**src/rtl/core/wts_pkg.sv**
```systemverilog
// Shared constants, register codes and stage payload types for the weight path.
package wts_pkg;

   localparam int RAW_W      = 24;
   localparam int SCALE_W    = 32;
   localparam int BAND_W     = 16;
   localparam int COUNT_W    = 8;
   localparam int WEIGHT_W   = 32;
   localparam int PROD_W     = RAW_W + SCALE_W;
   // Q8.24 coefficient times raw count, kept in 1/16 units: drop 24 - 4 bits
   localparam int FRAC_SHIFT = 20;

   // Averaging window; a power of two so the mean is a plain shift
   localparam int WINDOW     = 8;
   localparam int WIN_LOG2   = $clog2(WINDOW);
   localparam int POS_W      = WIN_LOG2;
   localparam int SUM_W      = WEIGHT_W + WIN_LOG2;

   localparam int CSR_IDX_W  = 2;
   localparam int CSR_DATA_W = 32;

   typedef enum logic [CSR_IDX_W-1:0] {
      CSR_TARE_OFFSET  = 2'd0,
      CSR_SCALE_FACTOR = 2'd1,
      CSR_STABLE_BAND  = 2'd2,
      CSR_STABLE_COUNT = 2'd3
   } csr_index_type;

   localparam logic [RAW_W-1:0]   TARE_RESET  = 24'd21686;
   localparam logic [SCALE_W-1:0] SCALE_RESET = 32'd38476;
   localparam logic [BAND_W-1:0]  BAND_RESET  = 16'd32;
   localparam logic [COUNT_W-1:0] COUNT_RESET = 8'd10;

   typedef struct packed {
      logic [RAW_W-1:0]   tare_offset;
      logic [SCALE_W-1:0] scale_factor;
      logic [BAND_W-1:0]  stable_band;
      logic [COUNT_W-1:0] stable_count;
   } cfg_type;

   typedef struct packed {
      logic [WEIGHT_W-1:0] sample_weight;
      logic [SUM_W-1:0]    window_sum;
   } win_type;

endpackage

```
**src/rtl/core/wts_req_if.sv**
```systemverilog
// Raw sample channel: valid/ready handshake carrying one converter reading.
interface wts_req_if import wts_pkg::*; ();
   logic             valid;
   logic             ready;
   logic [RAW_W-1:0] raw_sample;

   modport source (output valid, output raw_sample, input ready);
   modport sink   (input valid, input raw_sample, output ready);
endinterface

```
**src/rtl/core/wts_rsp_if.sv**
```systemverilog
// Result channel: valid/ready handshake carrying sample weight, mean and stable flag.
interface wts_rsp_if import wts_pkg::*; ();
   logic                valid;
   logic                ready;
   logic [WEIGHT_W-1:0] sample_weight;
   logic [WEIGHT_W-1:0] avg_weight;
   logic                is_stable;

   modport source (output valid, output sample_weight, output avg_weight,
                   output is_stable, input ready);
   modport sink   (input valid, input sample_weight, input avg_weight,
                   input is_stable, output ready);
endinterface

```
**src/rtl/core/wts_front.sv**
```systemverilog
// Tare subtract stage followed by the scaling multiply stage.
module wts_front import wts_pkg::*; (
   input  logic                clock,
   input  logic                reset,
   input  cfg_type             cfg,
   input  logic                in_valid,
   output logic                in_ready,
   input  logic [RAW_W-1:0]    raw_sample,
   output logic                out_valid,
   input  logic                out_ready,
   output logic [PROD_W-1:0]   product
);

   logic              diff_vld_ff;
   logic [RAW_W-1:0]  diff_ff;
   logic [RAW_W-1:0]  diff_in;
   logic              prod_vld_ff;
   logic [PROD_W-1:0] prod_ff;
   logic [PROD_W-1:0] prod_in;
   logic              diff_en;
   logic              prod_en;

   assign prod_en  = !prod_vld_ff || out_ready;
   assign diff_en  = !diff_vld_ff || prod_en;
   assign in_ready = diff_en;

   // Zero weight when the sample is not above the tare
   assign diff_in = (raw_sample > cfg.tare_offset) ? (raw_sample - cfg.tare_offset)
                                                   : '0;
   assign prod_in = PROD_W'(diff_ff) * PROD_W'(cfg.scale_factor);

   always_ff @(posedge clock) begin
      if (reset) begin
         diff_vld_ff <= 1'b0;
         prod_vld_ff <= 1'b0;
      end else begin
         if (diff_en) begin
            diff_vld_ff <= in_valid;
         end
         if (prod_en) begin
            prod_vld_ff <= diff_vld_ff;
         end
      end
   end

   always_ff @(posedge clock) begin
      if (diff_en && in_valid) begin
         diff_ff <= diff_in;
      end
      if (prod_en && diff_vld_ff) begin
         prod_ff <= prod_in;
      end
   end

   assign out_valid = prod_vld_ff;
   assign product   = prod_ff;

endmodule

```
**src/rtl/core/wts_window.sv**
```systemverilog
// Saturation to 1/16 units and the running window sum over the newest samples.
module wts_window import wts_pkg::*; (
   input  logic              clock,
   input  logic              reset,
   input  logic              in_valid,
   output logic              in_ready,
   input  logic [PROD_W-1:0] product,
   output logic              out_valid,
   input  logic              out_ready,
   output win_type           win
);

   logic [WEIGHT_W-1:0] store_ff [WINDOW];
   logic [POS_W-1:0]    pos_ff;
   logic [POS_W-1:0]    pos_in;
   logic [SUM_W-1:0]    sum_ff;
   logic [SUM_W-1:0]    sum_in;
   logic [WEIGHT_W-1:0] weight_ff;
   logic [WEIGHT_W-1:0] weight_in;
   logic                vld_ff;
   logic                en;
   logic                take;

   assign en       = !vld_ff || out_ready;
   assign in_ready = en;
   assign take     = in_valid && en;

   // Anything above the 32-bit weight range saturates to all ones
   assign weight_in = (|product[PROD_W-1:FRAC_SHIFT+WEIGHT_W]) ? '1
                                                               : product[FRAC_SHIFT +: WEIGHT_W];
   assign sum_in    = sum_ff - SUM_W'(store_ff[pos_ff]) + SUM_W'(weight_in);
   assign pos_in    = (pos_ff == POS_W'(WINDOW - 1)) ? '0 : pos_ff + 1'b1;

   always_ff @(posedge clock) begin
      if (reset) begin
         vld_ff <= 1'b0;
         pos_ff <= '0;
         sum_ff <= '0;
         for (int i = 0; i < WINDOW; i++) begin
            store_ff[i] <= '0;
         end
      end else begin
         if (en) begin
            vld_ff <= in_valid;
         end
         if (take) begin
            store_ff[pos_ff] <= weight_in;
            pos_ff           <= pos_in;
            sum_ff           <= sum_in;
         end
      end
   end

   always_ff @(posedge clock) begin
      if (take) begin
         weight_ff <= weight_in;
      end
   end

   assign out_valid         = vld_ff;
   assign win.sample_weight = weight_ff;
   assign win.window_sum    = sum_ff;

endmodule

```
**src/rtl/core/wts_stable.sv**
```systemverilog
// Mean of the window, stability tracking and the result register.
module wts_stable import wts_pkg::*; (
   input  logic                clock,
   input  logic                reset,
   input  cfg_type             cfg,
   input  logic                in_valid,
   output logic                in_ready,
   input  win_type             win,
   output logic                out_valid,
   input  logic                out_ready,
   output logic [WEIGHT_W-1:0] sample_weight,
   output logic [WEIGHT_W-1:0] avg_weight,
   output logic                is_stable
);

   logic                vld_ff;
   logic [WEIGHT_W-1:0] weight_ff;
   logic [WEIGHT_W-1:0] prev_avg_ff;
   logic [COUNT_W-1:0]  steady_cnt_ff;
   logic [COUNT_W-1:0]  steady_cnt_in;
   logic                stable_flag_ff;
   logic                stable_flag_in;
   logic [WEIGHT_W-1:0] avg_in;
   logic [WEIGHT_W-1:0] delta;
   logic                steady;
   logic                en;
   logic                take;

   assign en       = !vld_ff || out_ready;
   assign in_ready = en;
   assign take     = in_valid && en;

   assign avg_in = win.window_sum[SUM_W-1:WIN_LOG2];
   assign delta  = (avg_in >= prev_avg_ff) ? (avg_in - prev_avg_ff) : (prev_avg_ff - avg_in);
   assign steady = delta < WEIGHT_W'(cfg.stable_band);

   always_comb begin
      steady_cnt_in  = steady_cnt_ff;
      stable_flag_in = stable_flag_ff;
      if (steady) begin
         if (steady_cnt_ff >= cfg.stable_count) begin
            stable_flag_in = 1'b1;
         end else begin
            steady_cnt_in = steady_cnt_ff + 1'b1;
         end
      end else begin
         steady_cnt_in  = '0;
         stable_flag_in = 1'b0;
      end
   end

   always_ff @(posedge clock) begin
      if (reset) begin
         vld_ff         <= 1'b0;
         prev_avg_ff    <= '0;
         steady_cnt_ff  <= '0;
         stable_flag_ff <= 1'b0;
      end else begin
         if (en) begin
            vld_ff <= in_valid;
         end
         if (take) begin
            prev_avg_ff    <= avg_in;
            steady_cnt_ff  <= steady_cnt_in;
            stable_flag_ff <= stable_flag_in;
         end
      end
   end

   always_ff @(posedge clock) begin
      if (take) begin
         weight_ff <= win.sample_weight;
      end
   end

   // The stored previous mean and flag are exactly this item's results
   assign out_valid     = vld_ff;
   assign sample_weight = weight_ff;
   assign avg_weight    = prev_avg_ff;
   assign is_stable     = stable_flag_ff;

endmodule

```
**src/rtl/core/weight_tare_scale_average.sv**
```systemverilog
// Load-cell weight path top level: tare, scale, moving average and stable flag.
// A req transfer loads the tare-subtract register; the multiply, window sum and result registers then
//   follow in order, and the result register drives rsp.
// Throughput: one sample per cycle; each stage advances while its successor has room.
// Reset (synchronous): config registers return to defaults, window entries, running sum,
//   previous mean, steady counter and flag clear; pipeline empties.
module weight_tare_scale_average import wts_pkg::*; (
   input  logic                  clock,
   input  logic                  reset,
   wts_req_if.sink               req_chan,
   wts_rsp_if.source             rsp_chan,
   input  logic                  csr_we,
   input  logic [CSR_IDX_W-1:0]  csr_index,
   input  logic [CSR_DATA_W-1:0] csr_wdata
);

   // Configuration registers; the user must write them only while the pipe is empty (not enforced here)
   cfg_type cfg_ff;

   always_ff @(posedge clock) begin
      if (reset) begin
         cfg_ff.tare_offset  <= TARE_RESET;
         cfg_ff.scale_factor <= SCALE_RESET;
         cfg_ff.stable_band  <= BAND_RESET;
         cfg_ff.stable_count <= COUNT_RESET;
      end else if (csr_we) begin
         case (csr_index_type'(csr_index))
            CSR_TARE_OFFSET: begin
               cfg_ff.tare_offset <= csr_wdata[RAW_W-1:0];
            end
            CSR_SCALE_FACTOR: begin
               cfg_ff.scale_factor <= csr_wdata[SCALE_W-1:0];
            end
            CSR_STABLE_BAND: begin
               cfg_ff.stable_band <= csr_wdata[BAND_W-1:0];
            end
            CSR_STABLE_COUNT: begin
               cfg_ff.stable_count <= csr_wdata[COUNT_W-1:0];
            end
            default: begin
               cfg_ff <= cfg_ff;
            end
         endcase
      end
   end

   // Stage interconnect
   logic              prod_valid;
   logic              prod_ready;
   logic [PROD_W-1:0] product;
   logic              win_valid;
   logic              win_ready;
   win_type           win;

   // Tare subtract, then Q8.24 multiply
   wts_front u_front (
      .clock      (clock),
      .reset      (reset),
      .cfg        (cfg_ff),
      .in_valid   (req_chan.valid),
      .in_ready   (req_chan.ready),
      .raw_sample (req_chan.raw_sample),
      .out_valid  (prod_valid),
      .out_ready  (prod_ready),
      .product    (product)
   );

   // Saturate to 1/16 units; replace the oldest window entry in the running sum
   wts_window u_window (
      .clock     (clock),
      .reset     (reset),
      .in_valid  (prod_valid),
      .in_ready  (prod_ready),
      .product   (product),
      .out_valid (win_valid),
      .out_ready (win_ready),
      .win       (win)
   );

   // Mean, steadiness against previous mean, result register
   wts_stable u_stable (
      .clock         (clock),
      .reset         (reset),
      .cfg           (cfg_ff),
      .in_valid      (win_valid),
      .in_ready      (win_ready),
      .win           (win),
      .out_valid     (rsp_chan.valid),
      .out_ready     (rsp_chan.ready),
      .sample_weight (rsp_chan.sample_weight),
      .avg_weight    (rsp_chan.avg_weight),
      .is_stable     (rsp_chan.is_stable)
   );

endmodule

```
**src/flat_wrapper.sv**
```systemverilog
// flat-port wrapper written by rule: the top's interface ports become plain ports
module weight_tare_scale_average_flat import wts_pkg::*;
  (clock, reset, csr_we, csr_index, csr_wdata, req_chan_valid, req_chan_raw_sample, req_chan_ready, rsp_chan_valid, rsp_chan_sample_weight, rsp_chan_avg_weight, rsp_chan_is_stable, rsp_chan_ready);
  wts_req_if req_chan_i ();
  wts_rsp_if rsp_chan_i ();
  input  logic clock;
  input  logic reset;
  input  logic csr_we;
  input  logic [CSR_IDX_W-1:0] csr_index;
  input  logic [CSR_DATA_W-1:0] csr_wdata;
  input wire logic [$bits(req_chan_i.valid)-1:0] req_chan_valid;
  input wire logic [$bits(req_chan_i.raw_sample)-1:0] req_chan_raw_sample;
  output wire logic [$bits(req_chan_i.ready)-1:0] req_chan_ready;
  output wire logic [$bits(rsp_chan_i.valid)-1:0] rsp_chan_valid;
  output wire logic [$bits(rsp_chan_i.sample_weight)-1:0] rsp_chan_sample_weight;
  output wire logic [$bits(rsp_chan_i.avg_weight)-1:0] rsp_chan_avg_weight;
  output wire logic [$bits(rsp_chan_i.is_stable)-1:0] rsp_chan_is_stable;
  input wire logic [$bits(rsp_chan_i.ready)-1:0] rsp_chan_ready;
  assign req_chan_i.valid = req_chan_valid;
  assign req_chan_i.raw_sample = req_chan_raw_sample;
  assign req_chan_ready = req_chan_i.ready;
  assign rsp_chan_valid = rsp_chan_i.valid;
  assign rsp_chan_sample_weight = rsp_chan_i.sample_weight;
  assign rsp_chan_avg_weight = rsp_chan_i.avg_weight;
  assign rsp_chan_is_stable = rsp_chan_i.is_stable;
  assign rsp_chan_i.ready = rsp_chan_ready;
  weight_tare_scale_average u_core (.clock(clock), .reset(reset), .req_chan(req_chan_i), .rsp_chan(rsp_chan_i), .csr_we(csr_we), .csr_index(csr_index), .csr_wdata(csr_wdata));
endmodule
```
**config.mk**
```make
export PLATFORM = sky130hd
export DESIGN_NAME = weight_tare_scale_average_flat
export DESIGN_NICKNAME = d
export VERILOG_FILES = /design/src/rtl/core/wts_pkg.sv /design/src/rtl/core/wts_req_if.sv /design/src/rtl/core/wts_rsp_if.sv /design/src/rtl/core/wts_front.sv /design/src/rtl/core/wts_window.sv /design/src/rtl/core/wts_stable.sv /design/src/rtl/core/weight_tare_scale_average.sv /design/src/flat_wrapper.sv
export SDC_FILE = /design/constraint.sdc
export NUM_CORES = 2
export LEC_CHECK = 0
export ABC_AREA = 1
export ABC_CLOCK_PERIOD_IN_PS = 8400
export BUFFER_PORTS_ARGS = -buffer_cell sky130_fd_sc_hd__buf_2
export CORE_ASPECT_RATIO = 0.6
export CORE_MARGIN = 3
export CORE_UTILIZATION = 57
export CTS_BUF_LIST = sky130_fd_sc_hd__clkbuf_2
export CTS_CLUSTER_DIAMETER = 100
export DETAILED_ROUTE_END_ITERATION = 12
export PLACE_DENSITY = 0.74
export SETUP_SLACK_MARGIN = 0.02
export SLEW_MARGIN = 20
export SYNTH_ARGS = -nofsm -noshare
export SYNTH_HDL_FRONTEND = slang
export SYNTH_SLANG_ARGS = --single-unit
export TNS_END_PERCENT = 20
```
**constraint.sdc**
```tcl
create_clock -name clock -period 8.4 [get_ports clock]
set_clock_uncertainty 0.1 [all_clocks]
set_input_delay 0.84 -clock clock [delete_from_list [all_inputs] [get_ports clock]]
set_output_delay 0.84 -clock clock [all_outputs]
set_load 0.02 [all_outputs]
```
==> impl_metrics.py <==
metrics = {
    "outcome": {
        "status": "completed",
    },
    "sta": {
        "fin_ws_ns": 0.361,
        "timing.fmax_mhz": 124,
        "slew_violations": 0,
        "setup_viol": 0,
        "hold_viol_final": 0,
        "worstMarginPinSlew_ns": 1.23,
        "setup-tns-final_ns": 0,
        "slew_headroom": 0.178,
        "period_share": 0.957,
        "rsz0062_at_grt": "false",
        "timing.final.crit_period_ns": 8.04,
    },
    "route": {
        "first_iter_violations": 5613,
        "drtPass1Iterations": 6,
        "final_antenna_net_count": 0,
        "totalWireLength_um": 171000,
        "via_per_inst": 5.44,
        "vias": 47200,
        "avgRoutedWirePerCell_um": 19.7,
        "drc_errors": 0,
    },
    "final_layout": {
        "final_cell_mix": "1,732 x inv_1, 1,511 x nand2_1, 776 x nor2_1, 692 x fa_1, 380 x edfxtp_1",
        "num-fill-cells": 8633,
        "drive_above_1_share": 0.0707,
        "layout_commonest_cell": "inv_1",
        "nets": 8341,
        "area_growth_pct": 7.79,
        "post-route-cell-area_mm2": 0.0601,
    },
    "pwr": {
        "leakage_nw": 32.4,
        "vdd_drop_max_uv": 1040,
        "powerDensity_mw_per_mm2": 419,
    },
    "clocking": {
        "holdBufCountCts": 102,
        "clockBufferDepth": 3,
        "clock-root-buffer": "clkbuf_2",
        "path_clk_slew_ns": 0.13,
        "h-tree-depth": 4,
        "cts_tree": "yes",
        "cts-resized-gates": 0,
        "post_cts_buffers": 0,
        "cts_buffers": 134,
        "clkSinkCount": 546,
        "clkLatencyLatePin_ns": 1.50,
    },
    "synth": {
        "ys_types": 50,
        "synth_area_per_cell_um2": 7.88,
        "netlist_instances": 7075,
        "synth-seq-cells": 546,
        "synthTopCellsByArea": "fa_1 25%, edfxtp_1 20%, inv_1 12%",
        "synth.yosys.warnings": 0,
        "synth-xor-area-share": 0.0149,
        "synth_fp_nets": 8156,
        "synth_top_family_by_area": "adder cells",
        "synthMuxAreaShare": 0.000539,
        "synthesis.area_mm2": 0.0557,
        "synth-seq-area-share": 0.264,
        "yosysTopAreaCellShare": 0.249,
        "yosys.area.top_type": "fa_1",
        "synth_fa_ha_area_frac": 0.322,
        "synth_compound_area_frac": 0.0809,
        "yosys.area_share.simple": 0.179,
    },
    "grt": {
        "grt_util_all_layers": 0.342,
        "grt_max_degree": 96,
        "antenna_found_initial": 5,
        "first_global_vias": 46600,
        "grt_pass1_wl_um": 266000,
        "grt_overflow": 0,
    },
    "floorplanning": {
        "initial_utilization": 0.577,
        "pin_count": 130,
        "die_w_um": 410,
        "die-height_um": 248,
        "dieArea_mm2": 0.102,
        "coreArea_mm2": 0.0966,
        "num_rows": 88,
    },
    "placement": {
        "place_area_mm2": 0.0578,
        "post-dp-hpwl_um": 130000,
        "port_buffers": 129,
        "place.gp.congestion": 0.964,
        "post-place-ws_ns": 0.791,
    },
    "critical_path": {
        "critPathSlowestCell": "edfxtp_1",
        "path_delay_family": "adder cells",
        "worstPathCellList": "nand2_1 > fa_1 > fa_1 > inv_1 > fa_1 > fa_1 > fa_1 > fa_1 > inv_1 > fa_1 > inv_1 > ha_1 > a21oi_1 > inv_1 > a31oi_1 > o21ai_0 > a21oi_1 > nand3_1 > a21o_1 > a21boi_0 > o21ai_0 > nand2_1 > nand2_1",
        "cp-end-kind": "register",
        "path_buf_inv": 4,
        "critPathLaunchType": "register",
        "critPathRequiredTime_ns": 9.42,
        "crit_fanout": 20,
        "crit_top_cell": "fa_1",
        "cp_slowest_stage_delay_ns": 1.11,
        "cp_data_arrival_time_ns": 9.06,
        "crit_type": "register to register",
    },
    "min_path": {
        "min_path_type": "primary input to register",
    },
    "flow_run": {
        "cap_violations": 0,
    },
}
==> tightest hold or removal path: stages <==
cell and delay, ns:
dlygate4sd3_1 0.52, buf_2 0.17, nand2_1 0.07, o211ai_1 0.07
==> state kept, by name (all words and copies together) (netlist names), named ones only <==
register,cells
u_core.u_stable.steady_cnt_ff,8
u_core.u_window.pos_ff,3
u_core.u_window.out_valid,1
u_core.u_front.out_valid,1
u_core.u_stable.is_stable,1
u_core.u_stable.avg_weight,32
u_core.u_front.product,36
u_core.u_stable.out_valid,1
u_core.u_window.sum_ff,35
u_core.u_front.diff_ff,24
u_core.u_stable.sample_weight,32
u_core.cfg_ff,80
u_core.u_window.store_ff,256
u_core.u_front.diff_vld_ff,1
u_core.u_window.weight_ff,32
==> worst paths after layout <==
| kind | startpoint | endpoint | slack (ns) | cells past startpoint |
|---|---|---|---|---|
| worst max-delay path | u_core.u_front.diff_ff[9]$_SDFFCE_PP0P_ | u_core.u_front.product[53]$_DFFE_PP_ | 0.36 | 23 |
| worst min-delay path | csr_wdata[5] | u_core.cfg_ff[61]$_SDFFE_PP1P_ | 0.15 | 4 |
| worst min register to register | u_core.u_window.weight_ff[26]$_DFFE_PP_ | u_core.u_stable.sample_weight[26]$_DFFE_PP_ | 0.27 | 0 |
| worst max register to register | u_core.u_front.diff_ff[9]$_SDFFCE_PP0P_ | u_core.u_front.product[53]$_DFFE_PP_ | 0.36 | 23 |
==> synth_stat cells, drive strengths merged <==
master  number
nand3      139
a211oi       8
a21o        14
o221ai       7
ha         326
nor4         9
or2          5
o31ai        5
a21boi       7
xnor2       36
xor2        59
o21bai       6
buf         19
mux2i        3
clkinv       2
nor2       799
o311ai       1
o21ai      335
edfxtp     380
nand3b       5
dfxtp      166
nand4       28
nor3b        1
a41oi        1
inv       1746
o21a        18
a31oi       60
fa         692
a31o         1
a21oi      318
nor3        27
clkbuf     278
o22ai       32
o211ai      17
nand2     1525
==> stage by stage <==
step           cells  hold slack (ns)  power [mW]   util
2_1_floorplan   7075            0.300        16.8      -
3_3_place_gp    8325            0.300        22.8  0.598
3_5_place_dp    8325            0.305        22.8  0.598
4_1_cts         8658           0.0367        24.9  0.621
5_1_grt         8667           0.0850        27.6  0.622
6_report        8668            0.154        25.2  0.622
==> where the power goes <==
part,internal [mW],switching [mW]
Combinational,6.62,12.9
Clock,0.666,1.21
Sequential,3.60,0.209
==> layout make-up <==
| type | instances | area [um^2] | share of cell area |
|---|---|---|---|
| clock inverter | 37 | 231 | 0.00385 |
| timing repair buffer | 346 | 2580 | 0.0430 |
| inverter | 1748 | 6570 | 0.109 |
| tap | 1305 | 1630 | 0.0272 |
| sequential | 546 | 14700 | 0.245 |
| antenna | 8 | 20.0 | 0.000333 |
| multi-input combinational | 4484 | 33300 | 0.555 |
| clock buffer | 194 | 971 | 0.0162 |
==> routing by layer <==
metal | wire length (um) | GRT usage
met1 | 76100 | 0.520
met2 | 65800 | 0.456
met3 | 25400 | 0.125
met4 | 3330 | 0.0844
met5 | 8 | 0.00792
==> logic make-up (layout without fill, tap and decap cells) <==
group	count (synthesis)	count (layout)
buffers and inverters	2045	2325
other	0	8
muxes	3	3
and+or+nand+nor	2538	2538
DFF	546	546
AOI/OAI and AO/OA	830	830
adders and majority gates	1018	1018
xor gates and xnor gates	95	95
(Power assumes the default switching activity.)
